### config.mk
export PLATFORM = sky130hd
export DESIGN_NAME = usb_serial_fifo_register_block
export DESIGN_NICKNAME = d
export VERILOG_FILES = /design/src/hdl/usf_pkg.sv /design/src/hdl/usf_ram.sv /design/src/hdl/usf_core.sv /design/src/hdl/usb_serial_fifo_register_block.sv
export VERILOG_INCLUDE_DIRS = /design/src /design/src/hdl
export SDC_FILE = /design/constraint.sdc
export NUM_CORES = 1
export LEC_CHECK = 0
export BUFFER_PORTS_ARGS = -buffer_cell sky130_fd_sc_hd__buf_2
export CORE_MARGIN = 2
export CORE_UTILIZATION = 41
export CTS_BUF_LIST = sky130_fd_sc_hd__clkbuf_16
export CTS_CLUSTER_DIAMETER = 150
export DETAILED_ROUTE_END_ITERATION = 7
export RECOVER_POWER = 100
export SETUP_SLACK_MARGIN = 0.05
export SYNTH_ARGS = -nofsm -noshare
export SYNTH_HDL_FRONTEND = slang
export SYNTH_SLANG_ARGS = --single-unit
### constraint.sdc
create_clock -name i_clk -period 4.9 [get_ports i_clk]
set_input_delay 1.47 -clock i_clk [delete_from_list [all_inputs] [get_ports i_clk]]
set_output_delay 1.47 -clock i_clk [all_outputs]
set_load 0.005 [all_outputs]
### src/hdl/assert_macros.svh
// Assertion macros shared by the serial endpoint RTL.
`ifndef ASSERT_MACROS_SVH
`define ASSERT_MACROS_SVH

// Same-cycle implication, disabled while reset is asserted.
`define USF_ASSERT_IMPL(name, clk, rst_n, ante, cons) \
    name: assert property (@(posedge clk) disable iff (!rst_n) (ante) |-> (cons)) \
        else $error("usf assertion failed");

// Next-cycle implication, disabled while reset is asserted.
`define USF_ASSERT_NEXT(name, clk, rst_n, ante, cons) \
    name: assert property (@(posedge clk) disable iff (!rst_n) (ante) |=> (cons)) \
        else $error("usf assertion failed");

`endif

### src/hdl/usf_pkg.sv
// Types, constants and helpers for the serial endpoint register block.
package usf_pkg;

    localparam int FIFO_DEPTH = 64;
    localparam int IDX_W      = (FIFO_DEPTH > 1) ? $clog2(FIFO_DEPTH) : 1;
    localparam int CNT_W      = $clog2(FIFO_DEPTH + 1);
    localparam int SUM_W      = CNT_W + 1;
    localparam int RAW_W      = 19;
    localparam int RX_FREE_W  = 7;
    localparam int DATA_W     = 32;
    localparam int BYTE_W     = 8;
    localparam int ADDR_W     = 8;

    typedef enum logic [1:0] {
        KIND_READ  = 2'd0,
        KIND_WRITE = 2'd1,
        KIND_HOST  = 2'd2,
        KIND_TICK  = 2'd3
    } t_kind;

    // register byte offsets
    localparam logic [ADDR_W-1:0] ADDR_EP      = 8'h00;
    localparam logic [ADDR_W-1:0] ADDR_EP_CONF = 8'h04;
    localparam logic [ADDR_W-1:0] ADDR_INT_RAW = 8'h08;
    localparam logic [ADDR_W-1:0] ADDR_INT_ST  = 8'h0C;
    localparam logic [ADDR_W-1:0] ADDR_INT_ENA = 8'h10;
    localparam logic [ADDR_W-1:0] ADDR_INT_CLR = 8'h14;
    localparam logic [ADDR_W-1:0] ADDR_DATE    = 8'h80;

    localparam logic [DATA_W-1:0] DATE_VALUE = 32'h0201_2600;

    // raw interrupt bits
    localparam int RAW_FLUSH   = 0;
    localparam int RAW_FRAME   = 1;
    localparam int RAW_RXPKT   = 2;
    localparam int RAW_INEMPTY = 3;

    // endpoint conf bits
    localparam int CONF_FLUSH     = 0;
    localparam int CONF_IN_FREE   = 1;
    localparam int CONF_OUT_AVAIL = 2;

    localparam logic [RAW_W-1:0] RAW_RESET = RAW_W'(1) << RAW_INEMPTY;

    typedef struct packed {
        t_kind               kind;
        logic [ADDR_W-1:0]   address;
        logic [DATA_W-1:0]   write_data;
        logic [BYTE_W-1:0]   host_byte;
        logic                packet_end;
    } t_item;

    typedef struct packed {
        logic [DATA_W-1:0]    read_data;
        logic                 irq_level;
        logic [BYTE_W-1:0]    tx_byte;
        logic                 tx_valid;
        logic                 last_result;
        logic [RX_FREE_W-1:0] rx_free;
        logic                 rx_drained;
    } t_result;

    function automatic logic [IDX_W-1:0] usf_next_idx(input logic [IDX_W-1:0] idx);
        logic [IDX_W-1:0] nxt;
        if (idx == IDX_W'(FIFO_DEPTH - 1)) begin
            nxt = '0;
        end else begin
            nxt = idx + IDX_W'(1);
        end
        return nxt;
    endfunction

    // slot behind the last queued entry: head + count, wrapped once
    function automatic logic [IDX_W-1:0] usf_tail_idx(input logic [IDX_W-1:0] head,
                                                      input logic [CNT_W-1:0] count);
        logic [SUM_W-1:0] sum;
        sum = SUM_W'(head) + SUM_W'(count);
        if (sum >= SUM_W'(FIFO_DEPTH)) begin
            sum = sum - SUM_W'(FIFO_DEPTH);
        end
        return sum[IDX_W-1:0];
    endfunction

endpackage

### src/hdl/usf_ram.sv
// Simple dual-port synchronous RAM, registered read with read enable.
module usf_ram #(
    parameter int DEPTH = 64,
    parameter int WIDTH = 8
) (
    input  logic                                    i_clk,
    input  logic                                    i_we,
    input  logic [((DEPTH > 1) ? $clog2(DEPTH) : 1)-1:0] i_waddr,
    input  logic [WIDTH-1:0]                        i_wdata,
    input  logic                                    i_re,
    input  logic [((DEPTH > 1) ? $clog2(DEPTH) : 1)-1:0] i_raddr,
    output logic [WIDTH-1:0]                        o_rdata
);

    logic [WIDTH-1:0] r_mem [DEPTH];
    logic [WIDTH-1:0] r_rdata;

    always_ff @(posedge i_clk) begin
        if (i_we) begin
            r_mem[i_waddr] <= i_wdata;
        end
    end

    // read data holds until the next enabled read
    always_ff @(posedge i_clk) begin
        if (i_re) begin
            r_rdata <= r_mem[i_raddr];
        end
    end

    assign o_rdata = r_rdata;

endmodule

### src/hdl/usf_core.sv
// Sequencer, FIFO pointers and interrupt words around the transmit and receive memories.
module usf_core
    import usf_pkg::*;
(
    input  logic    i_clk,
    input  logic    i_rst_n,
    input  logic    i_item_valid,
    output logic    o_item_ready,
    input  t_item   i_item,
    output logic    o_res_valid,
    input  logic    i_res_ready,
    output t_result o_res
);

    typedef enum logic [1:0] {
        ST_IDLE,
        ST_RES,
        ST_FLUSH
    } t_state;

    t_state            r_state, n_state;
    t_kind             r_kind, n_kind;
    logic [ADDR_W-1:0] r_addr, n_addr;
    logic              r_pop, n_pop;
    logic [CNT_W-1:0]  r_left, n_left;
    logic [CNT_W-1:0]  r_tx_count, n_tx_count;
    logic [IDX_W-1:0]  r_tx_head, n_tx_head;
    logic [CNT_W-1:0]  r_rx_count, n_rx_count;
    logic [IDX_W-1:0]  r_rx_head, n_rx_head;
    logic [RAW_W-1:0]  r_irq_raw, n_irq_raw;
    logic [RAW_W-1:0]  r_irq_enable, n_irq_enable;

    logic              tx_we, tx_re;
    logic [IDX_W-1:0]  tx_waddr;
    logic [BYTE_W-1:0] tx_rdata;
    logic              rx_we, rx_re;
    logic [IDX_W-1:0]  rx_waddr;
    logic [BYTE_W-1:0] rx_rdata;
    logic [DATA_W-1:0] read_mux;

    usf_ram #(.DEPTH(FIFO_DEPTH), .WIDTH(BYTE_W)) u_tx_ram (
        .i_clk   (i_clk),
        .i_we    (tx_we),
        .i_waddr (tx_waddr),
        .i_wdata (i_item.write_data[BYTE_W-1:0]),
        .i_re    (tx_re),
        .i_raddr (r_tx_head),
        .o_rdata (tx_rdata)
    );

    usf_ram #(.DEPTH(FIFO_DEPTH), .WIDTH(BYTE_W)) u_rx_ram (
        .i_clk   (i_clk),
        .i_we    (rx_we),
        .i_waddr (rx_waddr),
        .i_wdata (i_item.host_byte),
        .i_re    (rx_re),
        .i_raddr (r_rx_head),
        .o_rdata (rx_rdata)
    );

    assign tx_waddr = usf_tail_idx(r_tx_head, r_tx_count);
    assign rx_waddr = usf_tail_idx(r_rx_head, r_rx_count);

    always_comb begin
        n_state      = r_state;
        n_kind       = r_kind;
        n_addr       = r_addr;
        n_pop        = r_pop;
        n_left       = r_left;
        n_tx_count   = r_tx_count;
        n_tx_head    = r_tx_head;
        n_rx_count   = r_rx_count;
        n_rx_head    = r_rx_head;
        n_irq_raw    = r_irq_raw;
        n_irq_enable = r_irq_enable;
        tx_we        = 1'b0;
        tx_re        = 1'b0;
        rx_we        = 1'b0;
        rx_re        = 1'b0;
        o_item_ready = 1'b0;
        o_res_valid  = 1'b0;

        case (r_state)
            ST_IDLE: begin
                o_item_ready = 1'b1;
                if (i_item_valid) begin
                    n_kind  = i_item.kind;
                    n_addr  = i_item.address;
                    n_pop   = 1'b0;
                    n_state = ST_RES;
                    case (i_item.kind)
                        KIND_READ: begin
                            if (i_item.address == ADDR_EP && r_rx_count != '0) begin
                                rx_re      = 1'b1;
                                n_rx_head  = usf_next_idx(r_rx_head);
                                n_rx_count = r_rx_count - CNT_W'(1);
                                n_pop      = 1'b1;
                            end
                        end
                        KIND_WRITE: begin
                            case (i_item.address)
                                ADDR_EP: begin
                                    if (r_tx_count != CNT_W'(FIFO_DEPTH)) begin
                                        tx_we      = 1'b1;
                                        n_tx_count = r_tx_count + CNT_W'(1);
                                    end
                                end
                                ADDR_EP_CONF: begin
                                    if (i_item.write_data[CONF_FLUSH]) begin
                                        n_irq_raw[RAW_INEMPTY] = 1'b1;
                                        n_tx_count             = '0;
                                        if (r_tx_count != '0) begin
                                            tx_re     = 1'b1;
                                            n_tx_head = usf_next_idx(r_tx_head);
                                            n_left    = r_tx_count;
                                            n_state   = ST_FLUSH;
                                        end
                                    end
                                end
                                ADDR_INT_ENA: begin
                                    n_irq_enable = i_item.write_data[RAW_W-1:0];
                                end
                                ADDR_INT_RAW, ADDR_INT_CLR: begin
                                    n_irq_raw = r_irq_raw & ~i_item.write_data[RAW_W-1:0];
                                end
                                default: begin
                                end
                            endcase
                        end
                        KIND_HOST: begin
                            if (r_rx_count != CNT_W'(FIFO_DEPTH)) begin
                                rx_we      = 1'b1;
                                n_rx_count = r_rx_count + CNT_W'(1);
                            end
                            if (i_item.packet_end) begin
                                n_irq_raw[RAW_RXPKT] = 1'b1;
                            end
                        end
                        KIND_TICK: begin
                            n_irq_raw[RAW_FRAME] = 1'b1;
                        end
                        default: begin
                        end
                    endcase
                end
            end
            ST_RES: begin
                o_res_valid = 1'b1;
                if (i_res_ready) begin
                    n_state = ST_IDLE;
                end
            end
            ST_FLUSH: begin
                // one byte per transfer; next read issued as the current one leaves
                o_res_valid = 1'b1;
                if (i_res_ready) begin
                    if (r_left == CNT_W'(1)) begin
                        n_state = ST_IDLE;
                    end else begin
                        tx_re     = 1'b1;
                        n_tx_head = usf_next_idx(r_tx_head);
                        n_left    = r_left - CNT_W'(1);
                    end
                end
            end
            default: begin
                n_state = ST_IDLE;
            end
        endcase
    end

    always_comb begin
        case (r_addr)
            ADDR_EP: begin
                read_mux = r_pop ? DATA_W'(rx_rdata) : '0;
            end
            ADDR_EP_CONF: begin
                read_mux                 = '0;
                read_mux[CONF_IN_FREE]   = 1'b1;
                read_mux[CONF_OUT_AVAIL] = (r_rx_count != '0);
            end
            ADDR_INT_RAW: read_mux = DATA_W'(r_irq_raw);
            ADDR_INT_ST:  read_mux = DATA_W'(r_irq_raw & r_irq_enable);
            ADDR_INT_ENA: read_mux = DATA_W'(r_irq_enable);
            ADDR_DATE:    read_mux = DATE_VALUE;
            default:      read_mux = '0;
        endcase
    end

    always_comb begin
        o_res.read_data   = (r_kind == KIND_READ) ? read_mux : '0;
        o_res.irq_level   = |(r_irq_raw & r_irq_enable);
        o_res.tx_byte     = (r_state == ST_FLUSH) ? tx_rdata : '0;
        o_res.tx_valid    = (r_state == ST_FLUSH);
        o_res.last_result = (r_state != ST_FLUSH) || (r_left == CNT_W'(1));
        o_res.rx_free     = RX_FREE_W'(FIFO_DEPTH) - RX_FREE_W'(r_rx_count);
        o_res.rx_drained  = r_pop && (r_kind == KIND_READ) && (r_rx_count == '0);
    end

    always_ff @(posedge i_clk) begin
        if (!i_rst_n) begin
            r_state      <= ST_IDLE;
            r_kind       <= KIND_READ;
            r_addr       <= '0;
            r_pop        <= 1'b0;
            r_left       <= '0;
            r_tx_count   <= '0;
            r_tx_head    <= '0;
            r_rx_count   <= '0;
            r_rx_head    <= '0;
            r_irq_raw    <= RAW_RESET;
            r_irq_enable <= '0;
        end else begin
            r_state      <= n_state;
            r_kind       <= n_kind;
            r_addr       <= n_addr;
            r_pop        <= n_pop;
            r_left       <= n_left;
            r_tx_count   <= n_tx_count;
            r_tx_head    <= n_tx_head;
            r_rx_count   <= n_rx_count;
            r_rx_head    <= n_rx_head;
            r_irq_raw    <= n_irq_raw;
            r_irq_enable <= n_irq_enable;
        end
    end

endmodule

### src/hdl/usb_serial_fifo_register_block.sv
// Top level of the serial endpoint register block: stream ports and output register.
//
// One item is in work at a time. A bus access, host byte or frame tick does the
// state update (and, for an endpoint read, the receive memory read) in the accept
// cycle, then the result loads into the output register. A flush of n queued bytes
// streams them from the transmit memory's read port, one per cycle when the output
// side keeps up. The transmit and receive memories have a registered read and need
// no clearing pass after reset; the block can take an item as soon as reset is
// released.
`include "assert_macros.svh"

module usb_serial_fifo_register_block
    import usf_pkg::*;
(
    input  logic        i_clk,
    input  logic        i_rst_n,
    input  logic        s_axis_tvalid,
    output logic        s_axis_tready,
    input  logic [47:0] s_axis_tdata,   // address[7:0], write_data[39:8], host_byte[47:40]
    input  logic [1:0]  s_axis_tuser,   // kind[1:0]
    input  logic        s_axis_tlast,   // packet_end
    output logic        m_axis_tvalid,
    input  logic        m_axis_tready,
    output logic [55:0] m_axis_tdata,   // read_data[31:0], irq_level[32], tx_byte[40:33],
                                        // rx_free[47:41], rx_drained[48], zero[55:49]
    output logic        m_axis_tuser,   // tx_valid
    output logic        m_axis_tlast    // last_result
);

    t_item   item;
    t_result res;
    logic    res_valid;
    logic    res_ready;
    logic    r_out_valid;
    t_result r_out;

    assign item.kind       = t_kind'(s_axis_tuser);
    assign item.address    = s_axis_tdata[7:0];
    assign item.write_data = s_axis_tdata[39:8];
    assign item.host_byte  = s_axis_tdata[47:40];
    assign item.packet_end = s_axis_tlast;

    usf_core u_core (
        .i_clk        (i_clk),
        .i_rst_n      (i_rst_n),
        .i_item_valid (s_axis_tvalid),
        .o_item_ready (s_axis_tready),
        .i_item       (item),
        .o_res_valid  (res_valid),
        .i_res_ready  (res_ready),
        .o_res        (res)
    );

    assign res_ready = !r_out_valid || m_axis_tready;

    always_ff @(posedge i_clk) begin
        if (!i_rst_n) begin
            r_out_valid <= 1'b0;
        end else if (res_ready) begin
            r_out_valid <= res_valid;
        end
    end

    always_ff @(posedge i_clk) begin
        if (res_ready && res_valid) begin
            r_out <= res;
        end
    end

    assign m_axis_tvalid = r_out_valid;
    assign m_axis_tdata  = {7'b0, r_out.rx_drained, r_out.rx_free, r_out.tx_byte,
                            r_out.irq_level, r_out.read_data};
    assign m_axis_tuser  = r_out.tx_valid;
    assign m_axis_tlast  = r_out.last_result;

    `USF_ASSERT_NEXT(a_busy_after_accept, i_clk, i_rst_n, s_axis_tvalid && s_axis_tready, !s_axis_tready)
    `USF_ASSERT_IMPL(a_flush_no_read_data, i_clk, i_rst_n, m_axis_tvalid && m_axis_tuser, m_axis_tdata[31:0] == 32'h0)
    `USF_ASSERT_IMPL(a_rx_free_range, i_clk, i_rst_n, m_axis_tvalid, m_axis_tdata[47:41] <= RX_FREE_W'(FIFO_DEPTH))
    `USF_ASSERT_IMPL(a_drained_all_free, i_clk, i_rst_n, m_axis_tvalid && m_axis_tdata[48], m_axis_tdata[47:41] == RX_FREE_W'(FIFO_DEPTH))

endmodule
==> results of run 1 <==
[report_power, final]
part | total [mW] | internal [mW] | switching (mW)
clock network | 8.80 | 5.13 | 3.67
registers | 10.9 | 10.9 | 0.0245
logic | 0.450 | 0.0940 | 0.356
total | 20.2 | 16.1 | 4.05
[tightest hold or removal path: stages (launching register included)]
cell                      delay [ns]
sky130_fd_sc_hd__dfxtp_1        0.31
sky130_fd_sc_hd__nand2_1        0.05
sky130_fd_sc_hd__a21oi_1        0.05
[cell usage after synthesis (all sizes together) (3+ instances only)]
master,count
o21ai,33
o221ai,24
mux4,224
mux2i,82
a31o,4
a22oi,92
and3,9
a222oi,6
xor2,12
nand4b,3
nand3b,5
nor2b,24
inv,20
fa,3
buf,71
edfxtp,1079
nand3,22
a22o,18
a32oi,3
nor3,155
nand2b,7
nand2,160
nand4,12
a211oi,14
and2,17
nor4,7
or3b,3
o22ai,12
clkbuf,100
ha,25
a21oi,99
or3,6
a21o,25
a31oi,15
nor2,69
o31ai,17
o21a,7
xnor2,14
dfxtp,85
or4,11
[registers in the layout, indices dropped and copies added (netlist names)]
name                     count
u_core.r_left                7
u_core.u_rx_ram.o_rdata      8
u_core.r_irq_enable         19
u_core.r_state               2
m_axis_tvalid                1
u_core.r_tx_count            7
u_core.r_kind                2
m_axis_tlast                 1
u_core.r_rx_head             6
u_core.r_tx_head             6
u_core.u_rx_ram.r_mem      512
u_core.r_addr                8
u_core.r_rx_count            7
u_core.u_tx_ram.o_rdata      8
u_core.u_tx_ram.r_mem      512
u_core.r_pop                 1
m_axis_tdata                37
u_core.r_irq_raw            19
m_axis_tuser                 1
[cell usage in the layout, fill, tap and decap left out, types with 19 or more instances in the layout]
master                      synthesis  routed
sky130_fd_sc_hd__mux4_2           224     224
sky130_fd_sc_hd__nor2b_1           24      23
sky130_fd_sc_hd__nor2_1            68      69
sky130_fd_sc_hd__clkbuf_16          0     116
sky130_fd_sc_hd__clkinv_1           2      34
sky130_fd_sc_hd__buf_4             19      31
sky130_fd_sc_hd__buf_2             26      41
sky130_fd_sc_hd__ha_1              25      25
sky130_fd_sc_hd__mux2i_1           82      82
sky130_fd_sc_hd__edfxtp_1        1079    1079
sky130_fd_sc_hd__nand3_1           22      22
sky130_fd_sc_hd__a21oi_1           99      99
sky130_fd_sc_hd__clkbuf_1         100     198
sky130_fd_sc_hd__a22oi_1           92      92
sky130_fd_sc_hd__dfxtp_1           85      80
sky130_fd_sc_hd__nor3_1           155     155
sky130_fd_sc_hd__nand2_1          160     160
sky130_fd_sc_hd__o21ai_0           31      33
sky130_fd_sc_hd__conb_1             1      19
sky130_fd_sc_hd__a21o_1            25      25
sky130_fd_sc_hd__inv_1             19      43
sky130_fd_sc_hd__o221ai_1          24      24
[routing by layer]
metal / track usage / up-vias / share of wire
li1: - / 11100 / -
met1: 0.253 / 13000 / 0.41
met2: 0.319 / 905 / 0.50
met3: 0.0304 / 190 / 0.062
met4: 0.0577 / 2 / 0.028
met5: 0 / - / 0.00011
[path summary, 6_finish.rpt]
kind / to / slack [ns]
setup / recovery: u_core.u_tx_ram.r_mem[33][5]$_DFFE_PP_ / 0.58
hold / removal: u_core.r_addr[6]$_SDFFE_PN0P_ / 0.46
setup reg to reg: u_core.u_tx_ram.r_mem[33][5]$_DFFE_PP_ / 0.58
hold reg to reg: u_core.r_addr[6]$_SDFFE_PN0P_ / 0.46
[layout make-up]
class / count / area (um^2)
inverters: 22 / 82.6
clock buffers: 116 / 2900
flip-flops and latches: 1164 / 34100
diodes: 1 / 2.50
well taps: 1500 / 1880
repair buffers: 273 / 1200
fillers: 9575 / 59900
multi-input cells: 1282 / 11700
clock inverters: 98 / 892
[logic make-up after synthesis]
logic type      after synthesis  synth area share
simple gates                518            0.0545
flops                      1164             0.732
buf+inv                     193            0.0178
xor+xnor                     26           0.00489
other cells                   1         0.0000805
fa+ha+maj                    28           0.00800
compound gates              383            0.0563
mux                         308             0.126
==> impl.org, run 1 <==
** Run status
- Status :: finished with violations
- The final reports fail on capacitance limit, slew limit.

** Logic synthesis
- Count of synthesis-stage warnings from yosys :: 0
- Cell area after technology mapping :: 46,600 um^2
- sky130_fd_sc_hd__edfxtp_1 takes more of the synthesized area than any other cell.
- Synth top area cells :: sky130_fd_sc_hd__edfxtp_1 (70%), sky130_fd_sc_hd__mux4_2 (11%), sky130_fd_sc_hd__dfxtp_1 (3.7%)
- In this run, synthesis inferred 1,079 flip-flops with an integrated enable.
- The share of synthesized area in the top cell type comes to 0.696.
- Averaged over all synthesized cells, the footprint is 17.8 um^2.
- Most frequently used flop master after synthesis :: sky130_fd_sc_hd__edfxtp_1
- The number of different library cells used by synthesis comes to 70.
- After synthesis, the share of flip-flops with an asynchronous set or reset is 0.
- Synthesized instance count :: 2,621
- In this run, synthesis produced a sequential element count of 1,164.
- For this run, the register share of the synthesized area comes to 0.732.

** Die
- Die Span X :: 341 um
- For this configuration, the core starts out at a cell density of 0.414.
- The die covers 116,000 um^2.
- The core region is 113,000 um^2.
- Die extent in y :: 341 um
- In this run the count of I/O pins placed on the die edge is 115.
- The initialized floorplan defines 123 standard-cell rows.

** Run
- Across the run, the number of max-cap violations was 24.

** Global route
- Remaining global-route overflow :: 0
- Maximum number of pins on one net before global-route repair :: 77
- The first global-routing pass estimated 166 mm of wire.
- Initial antenna violation count :: 2
- Number of global-route vias before repair :: 26,000
- GRT Util Overall :: 0.189

** Timing
- Clock tree skew after final layout :: 0.0246 ns
- The worst path meets setup with 0.581 ns of slack.
- For the pin with the worst max-slew slack, the measured transition is 3.01 ns.
- Summed over all failing endpoints, the final setup total negative slack is 0 ns.
- Final Cycle Share :: 0.881
- Unrepaired setup endpoints after global routing :: false
- Setup violations remaining at the end of the flow were counted as 0.
- Hold timing on the final database bottoms out at a slack of 0.457 ns.
- Max-slew headroom at the worst pin :: -1.01
- Final hold vios :: 0
- Achievable clock frequency :: 232 MHz
- The max-slew violation count was 982.
- Counting I/O delays and the setup requirement, the final critical path takes 4.32 ns.

** Setup path
- Largest fanout on the critical path :: 21
- Max incr delay on CP :: 0.97 ns
- CP Cell Sequence :: ha_1, and3_1, a211oi_1, nand3_1, clkbuf_1, nor3_1, clkbuf_1
- The cell that appears most often on the critical path is sky130_fd_sc_hd__clkbuf_1.
- The largest individual stage delay along the critical path comes from the cell sky130_fd_sc_hd__dfxtp_1.
- Worst setup path class :: register to register
- At the worst endpoint, the arrival time is 4.65 ns.
- Launching element of the worst setup path :: u_core.r_tx_head[4]$_SDFFE_PN0P_
- Critical Path End Type :: register
- For the worst flop-to-flop path, the logic depth is 7.
- Worst EP required :: 5.23 ns
- The number of buffers and inverters on the critical path is 2.
- Depth of the critical timing path with buffers and inverters included :: 7
- Critical R2R Launch :: u_core.r_tx_head[4]$_SDFFE_PN0P_
- Dominant delay contributor by cell family on the critical path :: simple AND/OR/NAND/NOR gates
- The worst setup path is launched from a register.

** Final layout
- At the end of the flow, the number of nets in the layout was 2,940.
- Total non-filler cell area in the finished layout :: 52,800 um^2
- Post-layout instance count excluding filler cells :: 4,456
- Fraction of final layout cells sized beyond drive strength 1 :: 0.162
- Compared with the post-synthesis result, the final layout area differs by 13.3%.
- Final core utilization :: 0.468

** Clock tree
- Hold bufs inserted after CTS :: 0
- Clock tree synthesis inserted a total of 114 buffers.
- CTS sink cnt :: 1,164
- Clock slew at reported path FFs :: 0.06 ns
- The clock tree synthesis step divided the H-tree into 3 levels.
- CTS resizes :: 0
- Clock Path Buffers :: 3
- At the later pin of the worst-skew pair, clock insertion delay measures 0.70 ns.
- Buffers inserted by post-CTS timing repair :: 0
- Root buffer selected by CTS :: sky130_fd_sc_hd__clkbuf_16
- TritonCTS clock tree :: done

** Min path
- Counting instances, the worst hold path has a depth of 2.
- Startpoint of the lowest-slack hold path :: u_core.r_addr[6]$_SDFFE_PN0P_
- The min-delay analysis places its worst path in the category register to register.

** Power
- Across the VDD grid, the largest voltage drop is 0.331 mV.
- Power comes to 20.2 mW.
- For this design the static power due to leakage is 16.2 nW.
- Power per standard cell area :: 382 nW/um^2

** Placed design
- DPL Wire Length :: 70.2 mm
- Timing analysis after detailed placement gives a worst setup slack of 0.494 ns.
- Weighted congestion reported at the end of routability-driven placement :: 0.841
- Number of I/O port buffers :: 82
- Including well taps, the total number of placed cells is 4,241.
- Placement Cell Area :: 49,700 um^2

** Detailed routing
- Residual DRC :: 0
- Number of DRC violations after detailed-routing iteration 0 :: 2,408
- Post-route antenna net violation count :: 0
- Post-detailed-route wirelength per cell :: 24.7 um
- After detailed routing, the number of vias per cell comes to 5.67.
- After detailed routing, the total wire length is 110 mm.
- Summing over every cut layer, the via total after detailed routing is 25,300.
- Number of iterations in the first detailed-routing pass :: 6
Note: power is estimated with default switching activity, not from simulation.
==> inputs of run 2 (changes only) <==
--- a/config.mk
+++ b/config.mk
@@ -6,14 +6,15 @@
 export SDC_FILE = /design/constraint.sdc
 export NUM_CORES = 1
 export LEC_CHECK = 0
+export ABC_AREA = 1
 export BUFFER_PORTS_ARGS = -buffer_cell sky130_fd_sc_hd__buf_2
 export CORE_MARGIN = 2
 export CORE_UTILIZATION = 41
 export CTS_BUF_LIST = sky130_fd_sc_hd__clkbuf_16
 export CTS_CLUSTER_DIAMETER = 150
 export DETAILED_ROUTE_END_ITERATION = 7
-export RECOVER_POWER = 100
 export SETUP_SLACK_MARGIN = 0.05
 export SYNTH_ARGS = -nofsm -noshare
 export SYNTH_HDL_FRONTEND = slang
+export SYNTH_HIERARCHICAL = 1
 export SYNTH_SLANG_ARGS = --single-unit
==> run 2 against run 1 <==
Compared with the run above:
- the flow now finishes without violations
- die area increased by 7.4%
- sequential power increased by 7%
- clock skew increased by 0.0033 ns
- critical path type unchanged
- critical path depth increased by 2
- highest routed layer is now met4
==> impl.org, run 2 <==
** Run status
- The flow ran to the end, and the final reports show no timing, DRC or antenna violations.

** Timing
- Max-slew headroom at the worst pin :: 0.146 (+1.16)
- Achievable clock frequency :: 279 MHz (+20%)
- Setup tns final :: 0 ns (unchanged)
- The final hold violation count is 0 (unchanged).
- Clock tree skew after final layout :: 0.0279 ns (+0.00334 ns)
- Setup repair after global routing left no endpoint under its margin.
- Final setup violation count :: 0 (unchanged)
- Crit path setup slack, layout :: 1.31 ns (+0.729 ns)
- The actual slew at the worst max-slew pin came to 1.28 ns (-1.73 ns).
- Final critical delay including setup and external delays :: 3.59 ns (-0.729 ns)
- The final worst-path cycle share came to 0.733 (-0.149).
- The max-slew violation count was 0 (-100%).

** Logic synthesis
- The mapped cell area is 50,100 um^2 (+7.5%).
- Sequential area share after synthesis :: 0.688 (-0.0440)
- The commonest cells after synthesis are sky130_fd_sc_hd__nand2_1 (1,459), sky130_fd_sc_hd__edfxtp_1 (1,091), sky130_fd_sc_hd__nand3_1 (958).
- The most common cell in the synthesized netlist is sky130_fd_sc_hd__nand2_1.
- The mean cell area of the mapped netlist is 11.0 um^2 (-38%).
- Count of synthesis-stage warnings from yosys :: 6 (+6)
- The number of synthesized flops with an enable pin came to 1,091 (+1.1%).
- Number of unique standard cell types used by synthesis :: 48 (-31%)
- Share of flip-flops with an asynchronous set or reset after synthesis :: 0 (unchanged)
- Post-synth top area share :: 0.654 (-0.0414)
- Yosys attributes the largest share of cell area to sky130_fd_sc_hd__edfxtp_1 (65%), sky130_fd_sc_hd__nand2_1 (11%), sky130_fd_sc_hd__nand3_1 (9.6%).
- Most frequently used flop master after synthesis :: sky130_fd_sc_hd__edfxtp_1
- The number of storage elements in the synthesis netlist came to 1,176 (+1.0%).
- Synthesized instance count :: 4,557 (+74%)
- Cell taking the most area after synthesis :: sky130_fd_sc_hd__edfxtp_1

** Detailed routing
- The total routed wirelength was 125 mm (+13%).
- Post-detailed-route wirelength per cell :: 19.5 um (-21%)
- The detailed-routing iteration count for the pre-antenna-repair pass was 8 (+2).
- Post-route antenna net violation count :: 0 (unchanged)
- The via-per-instance ratio is 5.22 (-8.0%).
- The starting DRC count in detailed routing was 3,309 (+37%).
- The via count came to 33,400 (+32%).
- The final routed DRC violation total was 0 (unchanged).

** Global route
- Initial antenna violation count :: 0 (-2)
- Global-route wire length before repair :: 190 mm (+15%)
- Number of global-route vias before repair :: 31,500 (+21%)
- The leftover overflow at the end of global routing was 0 (unchanged).
- The pin count of the biggest net entering global routing was 197 (+160%).
- The global-route usage over all layers came to 0.196 (+0.00730).

** Run
- Max-Cap Viols :: 0 (-100%)

** Final layout
- Commonest non-fill, non-tap cell in the layout :: sky130_fd_sc_hd__nand2_1
- The antenna diode instance count came to 0 (-1).
- Final net count :: 4,765 (+62%)
- Registers with the most flip-flops :: u_core/u_rx_ram/r_mem: 512 flops, u_core/u_tx_ram/r_mem: 512 flops, m_axis_tdata: 49 flops
- Leaving out fill and tap cells, the most frequent cells in the layout are sky130_fd_sc_hd__nand2_1 (1,459), sky130_fd_sc_hd__edfxtp_1 (1,091), sky130_fd_sc_hd__nand3_1 (958).
- Fraction of final layout cells sized beyond drive strength 1 :: 0.0987 (-0.0634)
- Final core utilization :: 0.459 (-0.00981)
- Relative to the synthesized area, the layout overhead comes to 11.3%.

** Clock tree
- CTS resizes :: 0 (unchanged)
- The clock transition at the register clock pins on the worst setup and hold paths after CTS is 0.06 ns (about the same).
- The clock latency of the later-clocked register in the worst-skew pair was 0.74 ns (+0.04 ns).
- H-Tree Depth :: 3 (unchanged)
- Cts bufs inserted :: 115 (+0.88%)
- Hold bufs inserted after CTS :: 0 (unchanged)
- The maximum clock path buffer count is 3 (unchanged).
- The cell sitting at the root of the clock tree is a sky130_fd_sc_hd__clkbuf_16.
- TritonCTS built the clock tree.
- The number of clock sinks seen by CTS was 1,176 (+1.0%).
- The total setup buffers inserted after CTS came to 0 (unchanged).

** Die
- The core outline area was 122,000 um^2 (+7.9%).
- The total number of placement rows came to 128 (+4.1%).
- The chip width is 354 um (+3.6%).
- Die area :: 125,000 um^2 (+7.4%)
- The count of pins on the block boundary is 115 (unchanged).
- The overall die height came to 354 um (+3.6%).
- The effective utilization at floorplan came to 0.412 (-0.00149).

** Setup path
- The worst setup path is launched from a register.
- The worst setup path is captured at a register.
- Arrival time at the worst endpoint :: 3.94 ns (-0.71 ns)
- Worst setup path class :: register to register
- Largest fanout on the critical path :: 41 (+95%)
- Worst EP required :: 5.25 ns (+0.02 ns)

** Power
- The net switching power of the design came to 7.34 mW (+81%).
- Share of total power in the clock network :: 0.337 (-0.099)
- The power per cell area was 441 nW/um^2 (+15%).
- Portion of total power attributed to combinational logic :: 0.189 (+0.167)
- Worst IR drop on VDD :: 0.599 mV (+81%)
- Static Leakage :: 20.6 nW (+27%)
- The net switching fraction of the power is 0.298 (+0.0973).
- The share of power burned in registers is 0.474 (-0.068).
- The total internal power came to 17.3 mW (+7.1%).
- Post-layout power :: 24.6 mW (+22%)

** Placed design
- Number of I/O port buffers :: 94 (+15%)
- The post-place setup slack is 0.944 ns (+0.451 ns).
- The routability-driven placement congestion ratio was 0.869 (+3.4%).
- The HPWL reported at the end of detailed placement came to 75.9 mm (+8.1%).

** Min path
- The path class of the tightest hold or removal check is register to register.
[run 2: cell types whose count changed after synthesis, moves of 38 or more]
cell | before | now
sky130_fd_sc_hd__buf_6 | 0 | 63
sky130_fd_sc_hd__nor2_1 | 68 | 232
sky130_fd_sc_hd__nand3_1 | 22 | 958
sky130_fd_sc_hd__buf_2 | 26 | 100
sky130_fd_sc_hd__inv_1 | 19 | 146
sky130_fd_sc_hd__o21ai_0 | 31 | 69
sky130_fd_sc_hd__clkbuf_1 | 100 | 33
sky130_fd_sc_hd__nor3_1 | 155 | 15
sky130_fd_sc_hd__nand2_1 | 160 | 1459
sky130_fd_sc_hd__a22oi_1 | 92 | 0
sky130_fd_sc_hd__mux4_2 | 224 | 0
sky130_fd_sc_hd__mux2i_1 | 82 | 0
[run 2: logic make-up (layout without fill, tap and decap cells)]
group | Yosys count | after routing | synth area share
xor+xnor | 24 | 24 | 0.00420
other cells | 2 | 19 | 0.000150
fa+ha+maj | 28 | 28 | 0.00744
simple gates | 2736 | 2736 | 0.234
buf+inv | 431 | 638 | 0.0489
flops | 1176 | 1176 | 0.688
compound gates | 160 | 160 | 0.0172
[run 2: layer usage]
| metal | wire, um | track usage | part of all wire |
|---|---|---|---|
| met1 | 54200 | 0.270 | 0.43 |
| met2 | 60200 | 0.325 | 0.48 |
| met3 | 6930 | 0.0280 | 0.056 |
| met4 | 3450 | 0.0574 | 0.028 |
| met5 | 0 | 0 | 0 |
[run 2: power groups by stage]
stage	sequential (mW)	combinational [mW]	clock [mW]
2_1_floorplan	11.8	3.39	0
3_3_place_gp	11.9	4.64	0
3_5_place_dp	11.9	4.68	0
4_1_cts	11.7	4.69	8.45
5_1_grt	11.7	5.18	8.84
6_report	11.7	4.66	8.29
[run 2: worst paths after layout]
kind	from	end	slack (ns)	depth (start not counted)
worst max-delay path	u_core/r_tx_head[1]$_SDFFE_PN0P_	u_core/u_tx_ram/r_mem[59][7]$_DFFE_PP_	1.31	9
worst min-delay path	u_core/r_irq_enable[11]$_SDFFE_PN0P_	u_core/r_irq_enable[11]$_SDFFE_PN0P_	0.47	2
worst max register to register	u_core/r_tx_head[1]$_SDFFE_PN0P_	u_core/u_tx_ram/r_mem[59][7]$_DFFE_PP_	1.31	9
worst min register to register	u_core/r_irq_enable[11]$_SDFFE_PN0P_	u_core/r_irq_enable[11]$_SDFFE_PN0P_	0.47	2
[run 2: per-stage QoR]
stage,std cells,hold slack (ns),area (um^2)
global placement,6190,0.452,52200
CTS,6406,0.468,55700
floorplan,4574,0.438,50200
global route,6406,0.494,55700
finish,6406,0.468,55700
detailed placement,6190,0.459,52200
[run 2: final cells by class]
cell class | instances | area [um^2]
fillers | 11100 | 65800
flip-flops and latches | 1176 | 34500
multi-input cells | 2967 | 13300
clock buffers | 115 | 2880
well taps | 1625 | 2030
repair buffers | 261 | 1810
clock inverters | 101 | 643
inverters | 161 | 629
[run 2: critical path, stage by stage, from the launching register on]
cell	delay [ns]
sky130_fd_sc_hd__dfxtp_4	0.68
sky130_fd_sc_hd__ha_1	0.33
sky130_fd_sc_hd__nand3_1	0.08
sky130_fd_sc_hd__nand2_1	0.08
sky130_fd_sc_hd__nand2_1	0.07
sky130_fd_sc_hd__nand2_1	0.05
sky130_fd_sc_hd__a21oi_1	0.14
sky130_fd_sc_hd__xor2_1	0.60
sky130_fd_sc_hd__nand3_1	0.51
sky130_fd_sc_hd__nor2_1	0.64
